<file path="src/rtl/jrct_pkg.sv">
// Shared types and constants for the job ring completion tracker.
`timescale 1ns / 1ps

package jrct_pkg;

  localparam int ADDR_W    = 32;
  localparam int STATUS_W  = 32;
  localparam int SLOT_W    = 4;
  localparam int RETIRED_W = 5;

  // Result codes
  typedef enum logic [1:0] {
    CODE_ACCEPTED  = 2'd0,
    CODE_BUSY      = 2'd1,
    CODE_COMPLETED = 2'd2,
    CODE_NOT_FOUND = 2'd3
  } code_t;

  // Operation selector on the input side
  typedef enum logic {
    OP_ENQUEUE  = 1'b0,
    OP_COMPLETE = 1'b1
  } op_t;

  // One result beat as it leaves the sequencer
  typedef struct packed {
    code_t                 code;
    logic [SLOT_W-1:0]     slot;
    logic [STATUS_W-1:0]   status_out;
    logic [RETIRED_W-1:0]  retired_count;
  } result_t;

endpackage

</file>
<file path="src/rtl/jrct_ram.sv">
// Slot address memory: one write port, one registered read port.
`timescale 1ns / 1ps

module jrct_ram #(
  parameter int RING_DEPTH = 16
) (
  input  logic                              clk,
  input  logic                              wr_en,
  input  logic [$clog2(RING_DEPTH)-1:0]     wr_addr,
  input  logic [jrct_pkg::ADDR_W-1:0]       wr_data,
  input  logic [$clog2(RING_DEPTH)-1:0]     rd_addr,
  output logic [jrct_pkg::ADDR_W-1:0]       rd_data
);
  import jrct_pkg::*;

  logic [ADDR_W-1:0] mem [RING_DEPTH];

  // Write, then read through a registered output
  always_ff @(posedge clk) begin
    if (wr_en) begin
      mem[wr_addr] <= wr_data;
    end
    rd_data <= mem[rd_addr];
  end

endmodule

</file>
<file path="src/rtl/jrct_seq.sv">
// Ring sequencer: enqueue, slot search, tail retire walk over the slot memory.
`timescale 1ns / 1ps

module jrct_seq #(
  parameter int RING_DEPTH = 16
) (
  input  logic                              clk,
  input  logic                              rst,
  input  logic                              in_valid,
  output logic                              in_ready,
  input  logic                              in_op,
  input  logic [jrct_pkg::ADDR_W-1:0]       in_addr,
  input  logic [jrct_pkg::STATUS_W-1:0]     in_status,
  input  logic                              in_room,
  output logic                              res_valid,
  input  logic                              res_ready,
  output jrct_pkg::result_t                 res,
  output logic                              wr_en,
  output logic [$clog2(RING_DEPTH)-1:0]     wr_addr,
  output logic [jrct_pkg::ADDR_W-1:0]       wr_data,
  output logic [$clog2(RING_DEPTH)-1:0]     rd_addr,
  input  logic [jrct_pkg::ADDR_W-1:0]       rd_data
);
  import jrct_pkg::*;

  localparam int IDX_W = $clog2(RING_DEPTH);
  localparam logic [IDX_W-1:0] IDX_ONE = IDX_W'(1);

  typedef enum logic [1:0] {
    ST_IDLE,
    ST_SEARCH,
    ST_WALK,
    ST_DONE
  } state_t;

  state_t               state;
  logic [IDX_W-1:0]     head;
  logic [IDX_W-1:0]     tail;
  logic [IDX_W-1:0]     cur;
  logic [IDX_W-1:0]     rem;
  logic [IDX_W-1:0]     nt;
  logic [IDX_W-1:0]     retired;
  logic [ADDR_W-1:0]    addr_r;
  logic [STATUS_W-1:0]  status_r;

  logic [IDX_W-1:0]     space;
  logic                 enq_ok;
  logic                 hit;

  assign space     = tail - head - IDX_ONE;
  assign enq_ok    = in_room && (space != '0);
  assign hit       = (rd_data == addr_r);
  assign in_ready  = (state == ST_IDLE);
  assign res_valid = (state == ST_DONE);

  // Memory port steering: store on enqueue, zero on a match
  always_comb begin
    wr_en   = 1'b0;
    wr_addr = cur;
    wr_data = '0;
    rd_addr = tail;
    case (state)
      ST_IDLE: begin
        wr_en   = in_valid && (in_op == OP_ENQUEUE) && enq_ok;
        wr_addr = head;
        wr_data = in_addr;
        rd_addr = tail;
      end
      ST_SEARCH: begin
        wr_en   = hit;
        wr_addr = cur;
        rd_addr = cur + IDX_ONE;
      end
      ST_WALK: begin
        rd_addr = nt + IDX_ONE;
      end
      default: begin
        rd_addr = tail;
      end
    endcase
  end

  // Sequencer state and result register
  always_ff @(posedge clk) begin
    if (rst) begin
      state <= ST_IDLE;
      head  <= '0;
      tail  <= '0;
    end else begin
      case (state)
        ST_IDLE: begin
          if (in_valid) begin
            addr_r   <= in_addr;
            status_r <= in_status;
            if (in_op == OP_ENQUEUE) begin
              res.status_out    <= '0;
              res.retired_count <= '0;
              if (enq_ok) begin
                res.code <= CODE_ACCEPTED;
                res.slot <= SLOT_W'(head);
                head     <= head + IDX_ONE;
              end else begin
                res.code <= CODE_BUSY;
                res.slot <= '0;
              end
              state <= ST_DONE;
            end else if (head == tail) begin
              res.code          <= CODE_NOT_FOUND;
              res.slot          <= '0;
              res.status_out    <= '0;
              res.retired_count <= '0;
              state             <= ST_DONE;
            end else begin
              cur   <= tail;
              rem   <= head - tail;
              state <= ST_SEARCH;
            end
          end
        end
        ST_SEARCH: begin
          if (hit) begin
            res.code       <= CODE_COMPLETED;
            res.slot       <= SLOT_W'(cur);
            res.status_out <= status_r;
            if (cur == tail) begin
              nt      <= cur + IDX_ONE;
              retired <= IDX_ONE;
              state   <= ST_WALK;
            end else begin
              res.retired_count <= '0;
              state             <= ST_DONE;
            end
          end else if (rem == IDX_ONE) begin
            res.code          <= CODE_NOT_FOUND;
            res.slot          <= '0;
            res.status_out    <= '0;
            res.retired_count <= '0;
            state             <= ST_DONE;
          end else begin
            cur <= cur + IDX_ONE;
            rem <= rem - IDX_ONE;
          end
        end
        ST_WALK: begin
          // skip consecutive done slots still inside the pending range
          if ((nt != head) && (rd_data == '0)) begin
            nt      <= nt + IDX_ONE;
            retired <= retired + IDX_ONE;
          end else begin
            tail              <= nt;
            res.retired_count <= RETIRED_W'(retired);
            state             <= ST_DONE;
          end
        end
        ST_DONE: begin
          if (res_ready) begin
            state <= ST_IDLE;
          end
        end
        default: begin
          state <= ST_IDLE;
        end
      endcase
    end
  end

  a_no_same_slot_rw: assert property (@(posedge clk) disable iff (rst)
    (state == ST_SEARCH && wr_en) |-> (rd_addr != wr_addr))
    else $error("search writes and reads the same slot");

  a_accept_leaves_idle: assert property (@(posedge clk) disable iff (rst)
    (in_valid && in_ready) |=> (state != ST_IDLE))
    else $error("accepted beat did not start work");

  a_head_only_on_enqueue: assert property (@(posedge clk) disable iff (rst)
    !(in_valid && in_ready && (in_op == OP_ENQUEUE)) |=> $stable(head))
    else $error("head moved without an enqueue");

  a_tail_only_in_walk: assert property (@(posedge clk) disable iff (rst)
    (state != ST_WALK) |=> $stable(tail))
    else $error("tail moved outside the retire walk");

endmodule

</file>
<file path="src/rtl/job_ring_completion_tracker_top.sv">
// Top level of the job ring completion tracker: sequencer, slot memory, output register.
//
//   channel  dir  tuser           tdata
//   s_*      in   op              job_address, job_status, ring_has_room
//   m_*      out  code            slot, status_out, retired_count
//
// An enqueue or an empty-ring completion goes from accept straight to its result.
// A completion searches pending slots from tail (one memory read per cycle) and,
// when it retires at tail, walks on over the done slots behind it.
// One item is in work at a time.
// Synchronous reset empties the ring at once; no memory sweep is needed.
// A stalled result holds the sequencer in its done state, so the next item waits.
`timescale 1ns / 1ps

module job_ring_completion_tracker_top #(
  parameter int RING_DEPTH = 16
) (
  input  logic        clk,
  input  logic        rst,
  input  logic        s_tvalid,
  output logic        s_tready,
  input  logic [71:0] s_tdata,   // job_address[31:0], job_status[63:32], ring_has_room[64]
  input  logic        s_tuser,   // op
  output logic        m_tvalid,
  input  logic        m_tready,
  output logic [47:0] m_tdata,   // slot[3:0], status_out[35:4], retired_count[40:36]
  output logic [1:0]  m_tuser    // code
);
  import jrct_pkg::*;

  localparam int IDX_W = $clog2(RING_DEPTH);

  logic               res_valid;
  logic               res_ready;
  result_t            res;
  result_t            out_q;
  logic               wr_en;
  logic [IDX_W-1:0]   wr_addr;
  logic [ADDR_W-1:0]  wr_data;
  logic [IDX_W-1:0]   rd_addr;
  logic [ADDR_W-1:0]  rd_data;

  jrct_seq #(
    .RING_DEPTH (RING_DEPTH)
  ) u_seq (
    .clk       (clk),
    .rst       (rst),
    .in_valid  (s_tvalid),
    .in_ready  (s_tready),
    .in_op     (s_tuser),
    .in_addr   (s_tdata[31:0]),
    .in_status (s_tdata[63:32]),
    .in_room   (s_tdata[64]),
    .res_valid (res_valid),
    .res_ready (res_ready),
    .res       (res),
    .wr_en     (wr_en),
    .wr_addr   (wr_addr),
    .wr_data   (wr_data),
    .rd_addr   (rd_addr),
    .rd_data   (rd_data)
  );

  jrct_ram #(
    .RING_DEPTH (RING_DEPTH)
  ) u_ram (
    .clk     (clk),
    .wr_en   (wr_en),
    .wr_addr (wr_addr),
    .wr_data (wr_data),
    .rd_addr (rd_addr),
    .rd_data (rd_data)
  );

  // Output register: load when empty or being drained
  assign res_ready = !m_tvalid || m_tready;

  always_ff @(posedge clk) begin
    if (rst) begin
      m_tvalid <= 1'b0;
    end else if (res_ready) begin
      m_tvalid <= res_valid;
    end
  end

  always_ff @(posedge clk) begin
    if (res_ready && res_valid) begin
      out_q <= res;
    end
  end

  assign m_tuser = out_q.code;
  assign m_tdata = {7'd0, out_q.retired_count, out_q.status_out, out_q.slot};

endmodule

</file>
<file path="config.mk">
export PLATFORM = sky130hd
export DESIGN_NAME = job_ring_completion_tracker_top
export DESIGN_NICKNAME = d
export VERILOG_FILES = /design/src/rtl/jrct_pkg.sv /design/src/rtl/jrct_ram.sv /design/src/rtl/jrct_seq.sv /design/src/rtl/job_ring_completion_tracker_top.sv
export SDC_FILE = /design/constraint.sdc
export NUM_CORES = 1
export LEC_CHECK = 0
export BUFFER_PORTS_ARGS = -buffer_cell sky130_fd_sc_hd__buf_2
export CAP_MARGIN = 20
export CORE_MARGIN = 3
export CORE_UTILIZATION = 50
export CTS_CLUSTER_DIAMETER = 150
export DETAILED_ROUTE_END_ITERATION = 8
export GPL_TIMING_DRIVEN = 1
export PLACE_DENSITY = 0.67
export SETUP_SLACK_MARGIN = 0.05
export SKIP_CTS_REPAIR_TIMING = 1
export SYNTH_ARGS = -nofsm -noshare
export SYNTH_HDL_FRONTEND = slang
export SYNTH_SLANG_ARGS = --single-unit
export TNS_END_PERCENT = 5
</file>
<file path="constraint.sdc">
create_clock -name clk -period 6.31 [get_ports clk]
set_input_delay 0.3155 -clock clk [delete_from_list [all_inputs] [get_ports clk]]
set_output_delay 0.3155 -clock clk [all_outputs]
set_load 0.03 [all_outputs]
</file>
==> out/results.ini, run 1 <==
[placed_design]
hpwl_mm = 32.3
gp_congestion = 0.773
io_buffer_count = 113

[power]
power_w = 0.0153
netSwitchingPower_w = 0.00475
ir_drop_mv = 0.567
p_seq_frac = 0.408
power_leakage_nw = 10.8
power.share.clock = 0.280
powerDensity_mw_per_mm2 = 480
comb_power_share = 0.313
p_int_w = 0.0106
sw_frac_of_total = 0.310

[layout]
nets = 1661
drive_above_1_share = 0.256
area_delta_synth_final_pct = 17.4
n_fill_cell = 3784
n_antenna_cell = 0

[global_routing]
use_met3 = 0.0393
grt_pass1_vias = 13568
grt_pass1_wl_mm = 85.6
grtUsageTotal = 0.204
grtUsageMet1 = 0.300
grt_overflow = 0
grt_max_degree = 129
busiest_layer = met2
grt_use_met2 = 0.316
antenna_found_initial = 1

[critical_path]
reg2regPathDepth = 8
cp.required_ns = 6.59
path_common_cell = buf_4
path_buf_inv = 2
crit_family = simple AND/OR/NAND/NOR gates
cp_cell_sequence = xor2_1 -> nor4_1 -> nand4_1 -> nor3_2 -> buf_4 -> o22ai_1 -> nor2_4 -> buf_4
critPathKind = flip-flop to flip-flop
cp-start-kind = flip-flop
cp_slowest_cell = nor2_4
cp-end-kind = flip-flop
r2r_slack_ns = 2.23
crit_fanout = 42
reg2reg_from = u_seq.addr_r[21]
arrival_ns = 4.36
slowest_delay_ns = 0.87
reg2reg_to = u_ram.mem[6][14]

[synthesis]
syn-cell-area_mm2 = 0.0272
synth.area.top_cells = edfxtp_1, mux4_2, dfxtp_1
synth_seq_area_share = 0.778
synth.avg_cell_area_um2 = 20.2
synth-edff-count = 676
synth_seq_cells = 719
synth_top_area_cell = edfxtp_1
async_flop_share = 0
syn-instance-count = 1345
yosys_warnings = 0
synth_top_area_frac = 0.746
synth.distinct_cells = 53
synthFlopType = edfxtp_1

[routing]
drtAntennaViolNets = 0
via_per_inst = 5.84
drc = 0
drt_iter0_markers = 1245
first_pass_iters = 5
routed_wl_mm = 58.1
routed_wire_length_per_instance_um = 25.1
vias = 13496

[flow_run]
drv_cap = 0

[worst_hold_path]
min_path_type = input port to flip-flop
hold_path_end = u_seq.res[42]
hp-start = s_tuser
hold_depth = 3

[sta]
finalCritPeriodShare = 0.647
max_freq_mhz = 245
setup_viol_count_final = 0
skew_ns = 0.0276
setup_tns_ns = 0
tightest_slew_ns = 1.10
period_needed_ns = 4.08
drv_slew = 0
hold_ws_ns = 0.0453
grt_setup_unrepaired = false
final_hold_viol_count = 0
worst_slew_margin_rel = 0.265

[floorplanning]
start_util = 0.512
fp.dieH_um = 239
core_mm2 = 0.0532
fp-row-count = 84
dieArea_mm2 = 0.0572
boundaryPins = 129
die_w_um = 239

[status]
status = completed

[clock_network]
cts.sinks = 719
htree_levels = 3
clockRootBuffer = clkbuf_16
cts_buffers = 72
clk_path_buf_depth = 3
clk_pin_slew_worst_paths_ns = 0.06
clk-insertion-delay-late_ns = 0.62
tritoncts = yes

[layout by cell type (no fill, tap or decap), drive strengths merged, types with 27 or more instances in the layout]
| cell | instances |
|---|---|
| edfxtp | 676 |
| nand2 | 46 |
| xor2 | 47 |
| and2 | 69 |
| dfxtp | 43 |
| dlygate4sd3 | 64 |
| nor2 | 40 |
| clkinv | 27 |
| buf | 149 |
| clkbuf | 94 |
| mux4 | 128 |
| a22oi | 64 |
[through the flow]
stage | setup slack, ns | std cells | utilization | instance area, um2
3_5_place_dp | 2.13 | 2115 | 0.542 | 28800
6_report | 2.23 | 2312 | 0.600 | 31900
2_1_floorplan | 1.46 | 1352 | - | 27200
5_1_grt | 2.02 | 2312 | 0.600 | 31900
4_1_cts | 2.13 | 2245 | 0.587 | 31200
3_3_place_gp | 2.10 | 2110 | 0.540 | 28700
[worst max-delay path by stage]
stage                           startpoint                end  depth (start not counted)
after floorplan             u_seq.state[0]      u_seq.res[10]                          6
after global placement    u_seq.addr_r[21]  u_ram.mem[11][11]                          8
after detailed placement  u_seq.addr_r[21]   u_ram.mem[9][11]                          8
after CTS                 u_seq.addr_r[21]    u_ram.mem[9][9]                          8
after global routing      u_seq.addr_r[15]   u_ram.mem[3][14]                          8
final                     u_seq.addr_r[21]   u_ram.mem[6][14]                          8
[routing by layer]
| layer | up-vias | part of all wire |
|---|---|---|
| li1 | 5851 | - |
| met1 | 7042 | 0.44 |
| met2 | 497 | 0.48 |
| met3 | 104 | 0.060 |
| met4 | 2 | 0.025 |
| met5 | - | 0.00021 |
[power by group through the flow]
| stage | combinational (W) | clock [W] | sequential [W] |
|---|---|---|---|
| after global placement | 0.00476 | 0 | 0.00633 |
| after global routing | 0.00522 | 0.00455 | 0.00628 |
| after floorplan | 0.00346 | 0 | 0.00634 |
| after CTS | 0.00485 | 0.00436 | 0.00625 |
| final | 0.00480 | 0.00428 | 0.00625 |
| after detailed placement | 0.00483 | 0 | 0.00635 |
[tightest hold or removal path, delay by kind of cell]
family | cells | cell delay, ns
buffers and inverters | 2 | 0.15
AND/OR/NAND/NOR | 1 | 0.06
[layout make-up]
| type | count | area [um2] | share of cell area |
|---|---|---|---|
| clock buffers | 94 | 2000 | 0.0625 |
| clock inverters | 36 | 404 | 0.0127 |
| inverters | 16 | 60.1 | 0.00188 |
| multi-input cells | 546 | 5860 | 0.183 |
| flip-flops and latches | 719 | 21200 | 0.663 |
| well taps | 688 | 861 | 0.0270 |
| repair buffers | 213 | 1590 | 0.0497 |
[cells by family after synthesis]
group	count (synthesis)	synth area share
DFF	719	0.778
and+or+nand+nor	212	0.0409
muxes	136	0.109
AOI/OAI and AO/OA	118	0.0310
buffers and inverters	87	0.0155
xor gates and xnor gates	56	0.0180
adders and majority gates	16	0.00764
other	1	0.000138
[flip-flops by register name (all words and copies together) (netlist names)]
name            count
u_ram.mem         512
u_seq.res          42
m_tdata            40
u_ram.rd_data      32
u_seq.addr_r       32
u_seq.status_r     32
u_seq.cur           4
u_seq.head          4
u_seq.nt            4
u_seq.rem           4
u_seq.retired       4
u_seq.tail          4
m_tuser             2
u_seq.state         2
m_tvalid            1
[synthesized netlist by cell type (4+ instances only)]
library cell / number
a22o_1: 4
clkbuf_1: 27
buf_2: 25
o21ai_0: 10
nand3_1: 6
a31oi_1: 4
xnor2_1: 9
nor3b_1: 7
nand4_1: 6
nor3_1: 6
ha_1: 15
nand2_1: 46
mux2i_1: 8
a21oi_1: 11
inv_1: 14
dfxtp_1: 43
and2_1: 69
mux4_2: 128
nor2_1: 40
nor4_1: 18
buf_4: 16
xor2_1: 47
a22oi_1: 64
edfxtp_1: 676
(Power assumes the default switching activity.)
==> run 2: changes to the inputs <==
--- a/config.mk
+++ b/config.mk
@@ -5,6 +5,7 @@
 export SDC_FILE = /design/constraint.sdc
 export NUM_CORES = 1
 export LEC_CHECK = 0
+export ABC_AREA = 1
 export BUFFER_PORTS_ARGS = -buffer_cell sky130_fd_sc_hd__buf_2
 export CAP_MARGIN = 20
 export CORE_MARGIN = 3
==> constraint.sdc (replaced) <==
create_clock -name clk -period 3.95 [get_ports clk]
set_input_delay 0.1975 -clock clk [delete_from_list [all_inputs] [get_ports clk]]
set_output_delay 0.1975 -clock clk [all_outputs]
set_load 0.03 [all_outputs]
==> out/results.ini, run 2 <==
[clock_network]
clk-insertion-delay-late_ns = 0.62  ; about the same
htree_levels = 3  ; unchanged
tritoncts = yes
cts.sinks = 719  ; unchanged
clockRootBuffer = clkbuf_16
cts_buffers = 77  ; +6.9%
clk_path_buf_depth = 3  ; unchanged
clk_pin_slew_worst_paths_ns = 0.06  ; about the same

[power]
power_w = 0.0289  ; +88%
comb_power_share = 0.406  ; +0.093
sw_frac_of_total = 0.392  ; +0.0819
power.share.clock = 0.248  ; -0.032
p_int_w = 0.0176  ; +66%
powerDensity_mw_per_mm2 = 846  ; +76%
power_leakage_nw = 13.3  ; +24%
p_seq_frac = 0.347  ; -0.061
ir_drop_mv = 0.885  ; +56%
netSwitchingPower_w = 0.0113  ; +140%

[synthesis]
synth.area.top_cells = edfxtp_1, o211ai_1, nand2_1
yosys_warnings = 0  ; unchanged
yosys-top-cells-count = edfxtp_1, nand2_1, inv_1
synth.avg_cell_area_um2 = 12.4  ; -39%
synth_seq_cells = 719  ; unchanged
syn-instance-count = 2359  ; +75%
synthFlopType = edfxtp_1
synth.distinct_cells = 33  ; -38%
async_flop_share = 0  ; unchanged
synth_seq_area_share = 0.725  ; -0.0524
syn-cell-area_mm2 = 0.0292  ; +7.2%
synth-edff-count = 676  ; unchanged
synth_top_area_cell = edfxtp_1
yosysMostFrequentCell = edfxtp_1
synth_top_area_frac = 0.696  ; -0.0502

[global_routing]
antenna_found_initial = 0  ; -1
grt_pass1_vias = 16874  ; +24%
grt_pass1_wl_mm = 98.2  ; +15%
grt_overflow = 0  ; unchanged
grtUsageTotal = 0.213  ; +0.00842
grt_max_degree = 129  ; unchanged

[floorplanning]
dieArea_mm2 = 0.0613  ; +7.0%
start_util = 0.511  ; about the same
core_mm2 = 0.0570  ; +7.3%
fp.dieH_um = 248  ; +3.5%
boundaryPins = 129  ; unchanged
die_w_um = 248  ; +3.5%
fp-row-count = 87  ; +3.6%

[routing]
drc = 0  ; unchanged
routed_wl_mm = 65.2  ; +12%
drt_iter0_markers = 1686  ; +35%
first_pass_iters = 6  ; +1
drtAntennaViolNets = 0  ; unchanged
via_per_inst = 5.32  ; -8.9%
routed_wire_length_per_instance_um = 19.4  ; -23%
vias = 17908  ; +33%

[worst_hold_path]
min_path_type = input port to flip-flop

[layout]
drive_above_1_share = 0.114  ; -0.141
nets = 2640  ; +59%
mostFrequentLayoutCell = edfxtp_1
n_antenna_cell = 0  ; unchanged
area_delta_synth_final_pct = 17.0
final_area_mm2 = 0.0341  ; +6.9%
top_register = u_ram.mem
final_cell_mix = edfxtp_1, nand2_1, inv_1, o211ai_1, nand3_1
largest_reg_flops = 512  ; unchanged

[sta]
grt_setup_unrepaired = false
worst_slew_margin_rel = 0.303  ; +0.0377
setup_tns_ns = 0  ; unchanged
finalCritPeriodShare = 0.849  ; +0.202
max_freq_mhz = 298  ; +22%
final_hold_viol_count = 0  ; unchanged
drv_slew = 0  ; unchanged
skew_ns = 0.0312  ; +0.00366 ns
period_needed_ns = 3.35  ; -0.730 ns
tightest_slew_ns = 1.05  ; -0.0540 ns
setup_viol_count_final = 0  ; unchanged

[critical_path]
cp_cell_sequence = inv_1 -> ha_2 -> inv_1 -> nor3_1 -> nand3_2 -> nand2_1 -> nand3_1 -> nor2_4 -> buf_4
cp-end-kind = flip-flop
path_common_cell = inv_1
cp-start-kind = flip-flop
cp_slowest_cell = nor3_1
arrival_ns = 3.59  ; -0.77 ns
critPathKind = flip-flop to flip-flop
slowest_delay_ns = 0.48  ; -0.39 ns
cp.required_ns = 4.19  ; -2.40 ns
crit_fanout = 23  ; -45%

[placed_design]
placedInstanceArea_mm2 = 0.0309  ; +7.1%
gp_congestion = 0.822  ; +6.4%
hpwl_mm = 35.0  ; +8.3%
io_buffer_count = 113  ; unchanged

[status]
status = completed

[flow_run]
drv_cap = 0  ; unchanged

## run 2: path summary, 6_finish.rpt
check,slack [ns],cells past startpoint,startpoint,to
worst max-delay path,0.60,9,u_seq.state[0],u_ram.mem[0][17]
worst min-delay path,0.15,5,s_tvalid,u_seq.head[2]
worst max register to register,0.60,9,u_seq.state[0],u_ram.mem[0][17]
worst min register to register,0.41,0,u_seq.res[24],m_tdata[23]
## run 2: metrics by stage
stage                     std cells  worst slack [ns]  utilization  hold WS [ns]
after CTS                      3297             0.627        0.586        -0.270
after global routing           3366             0.357        0.598         0.172
after detailed placement       3155             0.640        0.541         0.376
final                          3366             0.596        0.598         0.154
after global placement         3154             0.774        0.541         0.375
after floorplan                2366             0.265            -         0.267
## run 2: cells by family (layout without fill, tap and decap cells)
family	count (synthesis)	after routing	share of synthesized area
flip-flops	719	719	0.725
XOR/XNOR	38	38	0.0117
AO/OA/AOI/OAI	303	303	0.0745
adder cells (fa/ha/maj)	16	16	0.00712
buffers and inverters	511	755	0.0714
other	1	8	0.000129
AND/OR/NAND/NOR	771	771	0.110
## run 2: layer usage
layer / share of wire / track usage / vias to the layer above
met5: 0 / 0 / -
met4: 0.019 / 0.0558 / 0
met3: 0.073 / 0.0402 / 103
met2: 0.48 / 0.344 / 620
met1: 0.43 / 0.299 / 8641
li1: - / - / 8544
## run 2: power by group through the flow
stage | Combinational, W | Sequential, W | Clock, W
after floorplan | 0.00830 | 0.0102 | 0
after global placement | 0.0113 | 0.0101 | 0
after detailed placement | 0.0116 | 0.0102 | 0
after CTS | 0.0117 | 0.0100 | 0.00728
after global routing | 0.0130 | 0.0101 | 0.00763
final | 0.0117 | 0.0100 | 0.00715
## run 2: layout make-up
cell class / count / area, um2
Clock inverter: 36 / 420
Inverter: 385 / 1450
Sequential cell: 719 / 21200
Clock buffer: 106 / 2150
Multi-Input combinational cell: 1136 / 6140
Fill cell: 4406 / 22900
Timing Repair Buffer: 228 / 1880
Tap cell: 756 / 946
## run 2: worst max-delay path, delay by kind of cell, from the launching register on
family / cells / cell delay (ns)
buf+inv: 3 / 0.77
simple gates: 5 / 1.49
fa+ha+maj: 1 / 0.39
flops: 1 / 0.34
==> run 3: changes to the inputs <==
--- a/config.mk
+++ b/config.mk
@@ -5,7 +5,7 @@
 export SDC_FILE = /design/constraint.sdc
 export NUM_CORES = 1
 export LEC_CHECK = 0
-export ABC_AREA = 1
+export ABC_AREA = 0
 export BUFFER_PORTS_ARGS = -buffer_cell sky130_fd_sc_hd__buf_2
 export CAP_MARGIN = 20
 export CORE_MARGIN = 3
@@ -13,7 +13,7 @@
 export CTS_CLUSTER_DIAMETER = 150
 export DETAILED_ROUTE_END_ITERATION = 8
 export GPL_TIMING_DRIVEN = 1
-export PLACE_DENSITY = 0.67
+export PLACE_DENSITY = 0.7
 export SETUP_SLACK_MARGIN = 0.05
 export SKIP_CTS_REPAIR_TIMING = 1
 export SYNTH_ARGS = -nofsm -noshare
==> constraint.sdc (replaced) <==
create_clock -name clk -period 2.9 [get_ports clk]
set_input_delay 0.145 -clock clk [delete_from_list [all_inputs] [get_ports clk]]
set_output_delay 0.145 -clock clk [all_outputs]
set_load 0.03 [all_outputs]
==> out/results.ini, run 3 (synthesis results as in run 1) <==
[critical_path]
r2r_slack_ns = 0.10  ; -0.50 ns
cp-end-kind = flip-flop
crit_fanout = 10  ; -57%
crit_family = simple AND/OR/NAND/NOR gates
critPathKind = flip-flop to flip-flop
cp_slowest_cell = nor4_2
reg2reg_from = u_seq.addr_r[21]
cp.required_ns = 3.19  ; -1.00 ns
reg2regPathDepth = 8  ; -1
cp.depth = 8  ; -1
reg2reg_to = u_ram.mem[6][31]
path_common_cell = buf_4
cp-start-kind = flip-flop
arrival_ns = 3.09  ; -0.50 ns
crit_path_end = u_ram.mem[6][31]
cp_cell_sequence = xor2_1 -> nor4_2 -> nand4_1 -> buf_4 -> nor3_4 -> o22ai_2 -> nor2_4 -> buf_4
path_buf_inv = 2  ; -1
slowest_delay_ns = 0.39  ; -0.09 ns
crit_start = u_seq.addr_r[21]

[status]
status = completed

[power]
power_leakage_nw = 11.2  ; -16%
comb_power_share = 0.345  ; -0.061
sw_frac_of_total = 0.316  ; -0.0758
p_int_w = 0.0239  ; +36%
ir_drop_mv = 0.629  ; -29%
powerDensity_mw_per_mm2 = 1060  ; +26%
power.share.clock = 0.266  ; +0.018
power_w = 0.0350  ; +21%
p_seq_frac = 0.389  ; +0.042
netSwitchingPower_w = 0.0110  ; -2.3%

[placed_design]
gp_congestion = 0.809  ; -1.6%
io_buffer_count = 113  ; unchanged
dpl_worst_slack_ns = -0.182  ; -0.821 ns
hpwl_mm = 36.0  ; +2.9%
placedInstanceArea_mm2 = 0.0298  ; -3.4%
placedCellCount = 2182  ; -31%

[clock_network]
cts_buffers = 72  ; -6.5%
clk_pin_slew_worst_paths_ns = 0.06  ; about the same
tritoncts = yes
clockRootBuffer = clkbuf_16
htree_levels = 3  ; unchanged
clk-insertion-delay-late_ns = 0.61  ; about the same
clk_path_buf_depth = 3  ; unchanged
cts.sinks = 719  ; unchanged

[routing]
drc = 0  ; unchanged
routed_wire_length_per_instance_um = 25.7  ; +33%
vias = 13956  ; -22%
first_pass_iters = 6  ; unchanged
via_per_inst = 5.85  ; +10%
routed_wl_mm = 61.3  ; -6.0%
drt_iter0_markers = 1488  ; -12%
drtAntennaViolNets = 0  ; unchanged

[layout]
area_delta_synth_final_pct = 21.0
largest_reg_flops = 512  ; unchanged
top_register = u_ram.mem
final_cell_mix = edfxtp_1, mux4_2, buf_2, clkbuf_16, and2_1
instances_no_fill = 2385  ; -29%
final_area_mm2 = 0.0329  ; -3.5%
mostFrequentLayoutCell = edfxtp_1
drive_above_1_share = 0.289  ; +0.175
n_fill_cell = 3654  ; -17%
nets = 1730  ; -34%

[sta]
skew_ns = 0.0181  ; -0.0132 ns
period_needed_ns = 2.80  ; -0.555 ns
tightest_slew_ns = 1.11  ; +0.0685 ns
final_hold_viol_count = 0  ; unchanged
finalCritPeriodShare = 0.965  ; +0.116
grt_setup_unrepaired = false
worst_slew_margin_rel = 0.254  ; -0.0491
max_freq_mhz = 357  ; +20%
drv_slew = 0  ; unchanged
setup_viol_count_final = 0  ; unchanged
setup_ws_ns = 0.100  ; -0.495 ns

[global_routing]
grt_pass1_vias = 14095  ; -16%
grt_overflow = 0  ; unchanged
grt_pass1_wl_mm = 90.4  ; -7.9%
grt_max_degree = 65  ; -50%
antenna_found_initial = 2  ; +2
grtUsageTotal = 0.217  ; +0.00397

[flow_run]
drv_cap = 0  ; unchanged

[worst_hold_path]
min_path_type = input port to flip-flop

[floorplanning]
die_w_um = 239  ; -3.3%
fp.dieH_um = 239  ; -3.3%
boundaryPins = 129  ; unchanged
core_mm2 = 0.0532  ; -6.8%
fp-row-count = 84  ; -3.4%
start_util = 0.512  ; about the same
dieArea_mm2 = 0.0572  ; -6.6%

run 3: cell count changes in the layout (fill, tap and decap cells not counted), moves of 38 or more:
cell	delta
inv_1	-367
nand3_1	-203
a22oi_1	+63
o211ai_1	-256
and2_1	+69
mux4_2	+128
xor2_1	+38
nor2_1	-59
nand2_1	-403
run 3: per-layer routing:
layer / vias to the layer above / GRT usage / wire length, um
met5: - / 0 / 12
met4: 2 / 0.0643 / 1670
met3: 123 / 0.0519 / 5020
met2: 630 / 0.342 / 29500
met1: 7204 / 0.306 / 25100
li1: 5997 / - / -
run 3: through the flow:
stage | util | TNS, ns | hold slack (ns)
global placement | 0.560 | -8.25 | 0.323
global route | 0.619 | 0 | 0.0846
finish | 0.619 | 0 | 0.0660
floorplan | - | -114.52 | 0.224
CTS | 0.605 | -50.82 | -0.320
detailed placement | 0.561 | -44.44 | 0.323
run 3: final cells by class:
class | count | area (um2) | share of cell area
antenna | 1 | 2.50 | 0.0000760
clock buffer | 89 | 1890 | 0.0573
clock inverter | 44 | 480 | 0.0146
inverter | 16 | 60.1 | 0.00182
multi-input combinational | 546 | 5910 | 0.180
sequential | 719 | 21200 | 0.643
tap | 688 | 861 | 0.0261
timing repair buffer | 282 | 2560 | 0.0778
run 3: how the worst min path moves through the flow:
stage                start                  to  slack [ns]  cells after the start
6_report          s_tvalid      u_seq.state[1]        0.07                      4
5_1_grt           s_tvalid        u_seq.rem[0]        0.08                      3
4_1_cts        s_tdata[55]  u_seq.status_r[23]       -0.32                      1
3_5_place_dp   s_tdata[51]  u_seq.status_r[19]        0.32                      1
3_3_place_gp   s_tdata[37]   u_seq.status_r[5]        0.32                      1
2_1_floorplan          rst      u_seq.state[0]        0.22                      1
run 3: power by group through the flow:
stage | combinational [W] | clock (W) | sequential (W)
6_report | 0.0121 | 0.00930 | 0.0136
5_1_grt | 0.0130 | 0.00990 | 0.0137
4_1_cts | 0.0120 | 0.00946 | 0.0136
3_5_place_dp | 0.0119 | 0 | 0.0138
3_3_place_gp | 0.0117 | 0 | 0.0138
2_1_floorplan | 0.00759 | 0 | 0.0138
run 3: worst min-delay path, delay by kind of cell:
kind	cells	cell delay, ns
compound gates	1	0.07
simple gates	2	0.28
buf+inv	1	0.13
